File: config.mk
export PLATFORM = sky130hd
export DESIGN_NAME = cell_voltage_frame_decoder
export DESIGN_NICKNAME = d
export VERILOG_FILES = /design/src/hdl/cvfd_pkg.sv /design/src/hdl/cvfd_crc.sv /design/src/hdl/cell_voltage_frame_decoder.sv
export SDC_FILE = /design/constraint.sdc
export NUM_CORES = 1
export LEC_CHECK = 0
export ABC_CLOCK_PERIOD_IN_PS = 3800
export BUFFER_PORTS_ARGS = -buffer_cell sky130_fd_sc_hd__buf_2
export CORE_ASPECT_RATIO = 1.1
export CORE_UTILIZATION = 45
export CTS_BUF_LIST = sky130_fd_sc_hd__clkbuf_4 sky130_fd_sc_hd__clkbuf_8
export DETAILED_ROUTE_END_ITERATION = 8
export GPL_ROUTABILITY_DRIVEN = 0
export GPL_TIMING_DRIVEN = 0
export PLACE_DENSITY = 0.65
export SYNTH_ARGS = -nofsm -noshare
export SYNTH_HDL_FRONTEND = slang
export SYNTH_SLANG_ARGS = --single-unit
export TNS_END_PERCENT = 10
File: constraint.sdc
create_clock -name clk -period 3.8 [get_ports clk]
set_clock_uncertainty 0.2 [all_clocks]
set_input_delay 0.19 -clock clk [delete_from_list [all_inputs] [get_ports clk]]
set_output_delay 0.19 -clock clk [all_outputs]
set_load 0.05 [all_outputs]
File: src/hdl/cvfd_pkg.sv
`default_nettype none

package cvfd_pkg;

  localparam int unsigned BYTE_W = 8;
  localparam int unsigned MV_W = 13;
  localparam int unsigned RAW_W = 12;
  localparam int unsigned CELL_W = 4;
  localparam int unsigned MAX_CELLS = 10;

  localparam logic [BYTE_W-1:0] CRC_POLY = 8'h07;
  localparam logic [BYTE_W-1:0] TOP_OFFSET_RESET = 8'd92;

  localparam int unsigned PADDR_W = 3;
  localparam int unsigned PDATA_W = 32;
  localparam logic [PADDR_W-1:0] ADDR_TOP_CELL_OFFSET = 3'd0;

  typedef struct packed {
    logic [BYTE_W-1:0] data_byte;
    logic              frame_start;
    logic              spi_timeout;
  } in_word_t;

  typedef struct packed {
    logic [CELL_W-1:0] cell_index;
    logic [MV_W-1:0]   cell_millivolts;
    logic              voltage_valid;
    logic              check_error;
    logic              last;
  } out_word_t;

  // Command from the frame sequencer to the bit-serial CRC unit.
  typedef struct packed {
    logic              load;
    logic              clear;
    logic [BYTE_W-1:0] data;
  } crc_cmd_t;

endpackage

`default_nettype wire

File: src/hdl/cvfd_crc.sv
`default_nettype none

module cvfd_crc (
  input  wire logic                        clk,
  input  wire logic                        rst,
  input  wire cvfd_pkg::crc_cmd_t          cmd,
  output logic                             busy,
  output logic [cvfd_pkg::BYTE_W-1:0]      remainder
);

  logic [2:0] bit_cnt;

  // One polynomial step per cycle, eight steps per byte.
  always_ff @(posedge clk) begin
    if (rst) begin
      remainder <= '0;
      busy <= 1'b0;
      bit_cnt <= '0;
    end else if (cmd.load) begin
      remainder <= (cmd.clear ? '0 : remainder) ^ cmd.data;
      busy <= 1'b1;
      bit_cnt <= '0;
    end else if (busy) begin
      if (remainder[cvfd_pkg::BYTE_W-1]) begin
        remainder <= {remainder[cvfd_pkg::BYTE_W-2:0], 1'b0} ^ cvfd_pkg::CRC_POLY;
      end else begin
        remainder <= {remainder[cvfd_pkg::BYTE_W-2:0], 1'b0};
      end
      bit_cnt <= bit_cnt + 3'd1;
      if (bit_cnt == 3'd7) begin
        busy <= 1'b0;
      end
    end
  end

endmodule

`default_nettype wire

File: src/hdl/cell_voltage_frame_decoder.sv
`default_nettype none

// A data byte stalls the input through its bit-serial CRC and the return to idle; a group's
// two cell scalings use the shared adder meanwhile. A check byte moves the block to the
// emit state, which loads one result a cycle unless the output stalls (up to ten) through
// the shared adder, or one bare last word on an SPI timeout; the input is ready again once
// the last is loaded. Reset (synchronous) clears position, CRC remainder and timeout mark
// and sets the offset to 92 mV; held bytes and the cell store keep whatever they held.
module cell_voltage_frame_decoder #(
  parameter int NUM_DATA_BYTES = 15
) (
  input  wire logic                          clk,
  input  wire logic                          rst,
  input  wire logic                          in_valid,
  output logic                               in_stall,
  input  wire cvfd_pkg::in_word_t            in_word,
  output logic                               out_valid,
  input  wire logic                          out_stall,
  output cvfd_pkg::out_word_t                out_word,
  input  wire logic                          psel,
  input  wire logic                          penable,
  input  wire logic                          pwrite,
  input  wire logic [cvfd_pkg::PADDR_W-1:0]  paddr,
  input  wire logic [cvfd_pkg::PDATA_W-1:0]  pwdata,
  output logic [cvfd_pkg::PDATA_W-1:0]       prdata,
  output logic                               pready
);

  localparam int PosW = $clog2(NUM_DATA_BYTES + 2);
  localparam logic [PosW-1:0] DataBytes = PosW'(NUM_DATA_BYTES);
  localparam int GroupCells = 2 * (NUM_DATA_BYTES / 3);
  localparam int NumCells = (GroupCells > cvfd_pkg::MAX_CELLS) ?
                            cvfd_pkg::MAX_CELLS : GroupCells;
  localparam logic [cvfd_pkg::CELL_W-1:0] LastCell = cvfd_pkg::CELL_W'(NumCells - 1);
  localparam logic [cvfd_pkg::CELL_W-1:0] CellLimit = cvfd_pkg::CELL_W'(cvfd_pkg::MAX_CELLS);

  typedef enum logic [1:0] {
    ST_IDLE,
    ST_WORK,
    ST_EMIT
  } state_t;

  state_t state;

  logic [cvfd_pkg::BYTE_W-1:0] top_cell_offset;
  logic [PosW-1:0]             byte_position;
  logic [1:0]                  phase;
  logic [cvfd_pkg::CELL_W-1:0] cell_ptr;
  logic                        timeout_seen;
  logic                        group;
  logic [1:0]                  scale_cnt;
  logic [cvfd_pkg::CELL_W-1:0] emit_idx;
  logic                        timeout_mode;
  logic                        check_err;

  logic [cvfd_pkg::BYTE_W-1:0] held_bytes [2];
  logic [cvfd_pkg::BYTE_W-1:0] group_byte;
  logic [cvfd_pkg::MV_W-1:0]   cell_store [cvfd_pkg::MAX_CELLS];

  cvfd_pkg::crc_cmd_t          crc_cmd;
  logic                        crc_busy;
  logic [cvfd_pkg::BYTE_W-1:0] crc_rem;

  logic                        in_accept;
  logic                        out_free;
  logic [PosW-1:0]             pos_eff;
  logic [1:0]                  phase_eff;
  logic [cvfd_pkg::CELL_W-1:0] cell_eff;
  logic                        timeout_eff;
  logic                        is_data;
  logic                        is_check;

  logic [cvfd_pkg::RAW_W-1:0]  lo_raw;
  logic [cvfd_pkg::RAW_W-1:0]  hi_raw;
  logic [cvfd_pkg::RAW_W-1:0]  scale_raw;
  logic [cvfd_pkg::MV_W-1:0]   add_a;
  logic [cvfd_pkg::MV_W-1:0]   add_b;
  logic [cvfd_pkg::MV_W-1:0]   add_sum;
  logic                        scale_step;
  logic                        store_we;

  // Configuration port.
  assign pready = 1'b1;
  always_comb begin
    prdata = '0;
    if (paddr == cvfd_pkg::ADDR_TOP_CELL_OFFSET) begin
      prdata = {{(cvfd_pkg::PDATA_W - cvfd_pkg::BYTE_W){1'b0}}, top_cell_offset};
    end
  end

  always_ff @(posedge clk) begin
    if (rst) begin
      top_cell_offset <= cvfd_pkg::TOP_OFFSET_RESET;
    end else if (psel && penable && pwrite && pready &&
                 paddr == cvfd_pkg::ADDR_TOP_CELL_OFFSET) begin
      top_cell_offset <= pwdata[cvfd_pkg::BYTE_W-1:0];
    end
  end

  assign in_stall  = (state != ST_IDLE);
  assign in_accept = in_valid && !in_stall;
  assign out_free  = !out_valid || !out_stall;

  // A frame start wipes the frame state before the word itself is taken.
  assign pos_eff     = in_word.frame_start ? '0 : byte_position;
  assign phase_eff   = in_word.frame_start ? 2'd0 : phase;
  assign cell_eff    = in_word.frame_start ? '0 : cell_ptr;
  assign timeout_eff = (in_word.frame_start ? 1'b0 : timeout_seen) | in_word.spi_timeout;
  assign is_data     = pos_eff < DataBytes;
  assign is_check    = pos_eff == DataBytes;

  assign crc_cmd.load  = in_accept && is_data;
  assign crc_cmd.clear = in_word.frame_start;
  assign crc_cmd.data  = in_word.data_byte;

  cvfd_crc u_crc (
    .clk       (clk),
    .rst       (rst),
    .cmd       (crc_cmd),
    .busy      (crc_busy),
    .remainder (crc_rem)
  );

  // Shared adder: r*3/2 is r + r/2 during a group, store (+ offset on the last cell) in the burst.
  assign lo_raw     = {held_bytes[1][3:0], held_bytes[0]};
  assign hi_raw     = {group_byte, held_bytes[1][7:4]};
  assign scale_raw  = (scale_cnt == 2'd0) ? lo_raw : hi_raw;
  assign scale_step = (state == ST_WORK) && group && (scale_cnt != 2'd2);

  always_comb begin
    add_a = '0;
    add_b = '0;
    case (state)
      ST_WORK: begin
        add_a = {1'b0, scale_raw};
        add_b = {2'b00, scale_raw[cvfd_pkg::RAW_W-1:1]};
      end
      ST_EMIT: begin
        add_a = cell_store[emit_idx];
        if (emit_idx == LastCell) begin
          add_b = {{(cvfd_pkg::MV_W - cvfd_pkg::BYTE_W){1'b0}}, top_cell_offset};
        end
      end
      default: begin
        add_a = '0;
        add_b = '0;
      end
    endcase
  end

  assign add_sum  = add_a + add_b;
  assign store_we = scale_step && (cell_ptr < CellLimit);

  always_ff @(posedge clk) begin
    if (store_we) begin
      cell_store[cell_ptr] <= add_sum;
    end
    if (in_accept && is_data) begin
      if (phase_eff == 2'd0) begin
        held_bytes[0] <= in_word.data_byte;
      end
      if (phase_eff == 2'd1) begin
        held_bytes[1] <= in_word.data_byte;
      end
      if (phase_eff == 2'd2) begin
        group_byte <= in_word.data_byte;
      end
    end
  end

  always_ff @(posedge clk) begin
    if (rst) begin
      state <= ST_IDLE;
      byte_position <= '0;
      phase <= 2'd0;
      cell_ptr <= '0;
      timeout_seen <= 1'b0;
      group <= 1'b0;
      scale_cnt <= 2'd0;
      emit_idx <= '0;
      timeout_mode <= 1'b0;
      check_err <= 1'b0;
      out_valid <= 1'b0;
    end else begin
      // While emitting, the burst itself decides the next out_valid.
      if (out_valid && !out_stall && state != ST_EMIT) begin
        out_valid <= 1'b0;
      end
      unique case (state)
        ST_IDLE: begin
          if (in_accept) begin
            if (is_data) begin
              byte_position <= pos_eff + PosW'(1);
              timeout_seen <= timeout_eff;
              phase <= (phase_eff == 2'd2) ? 2'd0 : phase_eff + 2'd1;
              cell_ptr <= cell_eff;
              group <= (phase_eff == 2'd2);
              scale_cnt <= 2'd0;
              state <= ST_WORK;
            end else if (is_check) begin
              byte_position <= pos_eff + PosW'(1);
              timeout_seen <= timeout_eff;
              timeout_mode <= timeout_eff;
              check_err <= (crc_rem != in_word.data_byte);
              emit_idx <= '0;
              state <= ST_EMIT;
            end
          end
        end
        ST_WORK: begin
          if (scale_step) begin
            scale_cnt <= scale_cnt + 2'd1;
            if (cell_ptr != CellLimit) begin
              cell_ptr <= cell_ptr + cvfd_pkg::CELL_W'(1);
            end
          end else if (!crc_busy) begin
            state <= ST_IDLE;
          end
        end
        ST_EMIT: begin
          if (out_free) begin
            out_valid <= 1'b1;
            out_word.check_error <= check_err;
            if (timeout_mode) begin
              out_word.cell_index <= '0;
              out_word.cell_millivolts <= '0;
              out_word.voltage_valid <= 1'b0;
              out_word.last <= 1'b1;
              state <= ST_IDLE;
            end else begin
              out_word.cell_index <= emit_idx;
              out_word.cell_millivolts <= add_sum;
              out_word.voltage_valid <= 1'b1;
              out_word.last <= (emit_idx == LastCell);
              if (emit_idx == LastCell) begin
                state <= ST_IDLE;
              end else begin
                emit_idx <= emit_idx + cvfd_pkg::CELL_W'(1);
              end
            end
          end
        end
        default: begin
          state <= ST_IDLE;
        end
      endcase
    end
  end

endmodule

`default_nettype wire
==> out/qor.yml <==
placement:
  io_buffers: 56
  dpl_cell_area_um2: 10700
  post-dp-hpwl_um: 14400
  place_ws_ns: -0.860
grt:
  grt_pass1_vias: 6043
  antenna_found_initial: 0
  grt_pass1_wl_um: 33400
  grt_max_degree: 15
  grt_overflow: 0
  track_usage_pct: 19.9
worst_setup_path:
  crit_type: "reg -> reg"
  cp-start-kind: "register"
  regToRegEndpoint: "out_word[14]"
  max_stage_delay_ns: 0.50
  rr_worst_depth: 13
  cp_data_arrival_time_ns: 3.92
  cp.required_ns: 3.86
  path_cells: "buf_12 -> buf_12 -> mux4_2 -> mux2_2 -> o21ai_2 -> o22ai_1 -> ha_1 -> a211o_1 -> o2111ai_2 -> a32oi_2 -> xnor2_2 -> buf_4 -> and2_1"
  critical_path.top_delay_family: "compound AO/OA/AOI/OAI gates"
  path_depth: 13
  crit_top_cell: "buf_12"
  crit_buf_inv: 3
  crit_path_end_kind: "register"
  critPathMaxFanout: 11
  ff2ff_setup_slack_ns: -0.06
  crit_path_top_delay_cell: "mux4_2"
clocking:
  cts.clk_slew.worst_paths_ns: 0.07
  clockBufferDepth: 3
  cts_made_buffers: 35
  root_buffer: "clkbuf_8"
  cts_tree: "yes"
  cts_htree_levels: 2
  cts_sinks: 222
  worstSkewPairLatency_ns: 0.53
sta:
  tightest_slew_ns: 1.31
  hold_violations: 0
  setup_ws_ns: -0.0603
  max-slew-margin-rel_pct: 12.4
  fmax_mhz: 259
  timing.final.crit_share_pct: 102
  fin_crit_ns: 3.86
  finalMaxSlewViolations: 0
  rsz0062_at_grt: "true"
  finalSetupViolCount: 2
final_layout:
  multiInputGateArea_um2: 3620
  drive_gt1_share_pct: 26.5
  nFillCells: 1789
  seqCellArea_um2: 6190
  antenna_cells: 0
  nNetsFinal: 962
  postLayoutCellArea_um2: 12000
  area_growth_pct: 20.2
logic_synthesis:
  yosys.area_share.adder_pct: 3.47
  synth_top_family_by_area: "multiplexers"
  async_flop_share_pct: 0
  yosysUniqueCellTypes: 53
  ys.flop_type: "edfxtp_1"
  synth_compound_area_share_pct: 8.61
  synth_top_area_share_pct: 52.5
  synthCells: 733
  yosys-mux-area-fraction_pct: 11.1
  synth_edf_count: 174
  synth_warnings: 0
  synth_xor_area_share_pct: 2.20
  ys_ff_latch: 222
  ys_seq_area_share_pct: 62.1
  yosysTopAreaCell: "edfxtp_1"
  yosys.area_share.simple_pct: 8.20
  yosys-top-cells-area: "edfxtp_1 (52%), dfxtp_1 (9.7%), mux4_2 (5.7%)"
  synth.avg_cell_area_um2: 13.6
  syn_area_um2: 9950
power_and_ir_drop:
  powerDensity_nw_per_um2: 446
  ir_worst_vdd_mv: 0.283
  p_leak_nw: 4.48
drt:
  drt_iter0_markers: 371
  vias: 6262
  postRouteAntennaNets: 0
  finalWirelength_um: 21600
  dr.pass1.iters: 5
  wl_per_cell_um: 18.0
  viasPerCell: 5.23
  drc: 0
min_path:
  min_from: "rst"
  min_path_cells: 2
  holdPathEnd: "emit_idx[1]"
  hp-class: "in -> reg"
floorplan:
  placementRows: 56
  start_util_pct: 46.3
  dieHeight_um: 158
  io_pins: 107
  dieArea_um2: 22700
  die_w_um: 144
  core_area_um2: 21500
run_status:
  outcome: "complete, but fails checks"
  violations: "negative setup slack"
flow_run:
  maxCapViolations: 0
==> power by group <==
part	leakage, nW	internal (W)	switching, W
clock	0.377	0.00116	0.000915
sequential	2.01	0.00268	0.0000256
combinational	2.10	0.000218	0.000345
==> worst reg2reg max path, stage by stage (launching register included) <==
cell	delay, ns
dfxtp_4	0.38
buf_12	0.15
buf_12	0.16
mux4_2	0.50
mux2_2	0.30
o21ai_2	0.17
o22ai_1	0.11
ha_1	0.38
a211o_1	0.33
o2111ai_2	0.27
a32oi_2	0.17
xnor2_2	0.16
buf_4	0.17
and2_1	0.16
==> cells in the final DEF, fill, tap and decap left out, types with 15 or more instances in the layout <==
| cell type | n |
|---|---|
| edfxtp_1 | 174 |
| buf_2 | 61 |
| dfxtp_1 | 46 |
| nor2_1 | 45 |
| nand2_1 | 44 |
| buf_4 | 38 |
| clkbuf_8 | 38 |
| mux2i_1 | 35 |
| and2_1 | 32 |
| o21ai_0 | 27 |
| a21oi_1 | 26 |
| mux4_2 | 25 |
| conb_1 | 25 |
| inv_1 | 23 |
| ha_1 | 23 |
| dlygate4sd3_1 | 22 |
| clkbuf_1 | 19 |
| clkbuf_4 | 17 |
| a211oi_1 | 15 |
| mux2_2 | 15 |
==> stage by stage <==
| stage | cells | util [%] | power [W] | setup TNS [ns] | hold WS (ns) |
|---|---|---|---|---|---|
| floorplan | 756 | - | 0.00313 | 0 | 0.0889 |
| global placement | 1102 | 49.7 | 0.00325 | -77.95 | 0.200 |
| detailed placement | 1103 | 49.8 | 0.00326 | -65.21 | 0.203 |
| CTS | 1197 | 55.5 | 0.00536 | -0.00159 | 0.0105 |
| global route | 1197 | 55.6 | 0.00552 | -2.60 | 0.0366 |
| finish | 1197 | 55.6 | 0.00533 | -0.0781 | 0.0188 |
==> cell type report <==
| class | instances | area share, % |
|---|---|---|
| Clock buffer | 55 | 5.44 |
| Sequential cell | 222 | 51.7 |
| Tap cell | 290 | 3.03 |
| Timing Repair Buffer | 92 | 5.23 |
| Inverter | 23 | 0.722 |
| Buffer | 57 | 3.05 |
| Multi-Input combinational cell | 452 | 30.3 |
| Clock inverter | 6 | 0.491 |
==> repair_timing <==
action	CTS	global route
setup endpoints to repair	121	96
hold endpoints to repair	52	0
hold buffers	22	0
gates resized for setup	49	8
setup buffers	13	0
pin swaps	14	6
==> how the worst max path moves through the flow <==
| stage | start | to | slack, ns |
|---|---|---|---|
| after floorplan | register | out_word[14] | 0.02 |
| after global routing | register | out_word[14] | -0.14 |
| after CTS | register | out_word[13] | -0.002 |
| after detailed placement | register | out_word[14] | -0.86 |
| after global placement | register | out_word[14] | -0.85 |
| final | register | out_word[14] | -0.06 |
==> flip-flops by register name (all words and copies together), names as in the netlist, 5 cells and up, named ones only <==
| name | cells |
|---|---|
| top_cell_offset | 8 |
| u_crc.remainder | 8 |
| byte_position | 5 |
| cell_store | 130 |
| held_bytes | 16 |
| out_word | 20 |
| group_byte | 8 |
==> logic make-up (layout without fill, tap and decap cells) <==
kind of cell | Yosys count | in the layout
other cells | 2 | 25
fa+ha+maj | 27 | 27
simple gates | 165 | 165
xor+xnor | 25 | 25
mux | 76 | 76
buf+inv | 82 | 233
flops | 222 | 222
compound gates | 134 | 134
==> cells in the mapped netlist, types with 8 or more instances <==
cell type,number
clkbuf_1,23
nor2b_1,12
edfxtp_1,174
a21oi_1,28
ha_1,26
a31oi_1,8
inv_1,23
xor2_1,14
mux4_2,25
o22ai_1,11
o21ai_0,38
a211oi_1,18
nand2_1,44
xnor2_1,11
nor2_1,46
dfxtp_1,48
and2_1,32
buf_4,26
mux2i_1,35
mux2_2,15
==> metal layers <==
layer | wire length (um) | track usage, % | vias up
met1 | 9320 | 25.2 | 3071
met5 | 0 | 0 | -
li1 | - | - | 2998
met2 | 10800 | 33.9 | 144
met3 | 845 | 3.60 | 49
met4 | 645 | 7.40 | 0
Note: power is estimated with default switching activity, not from simulation.
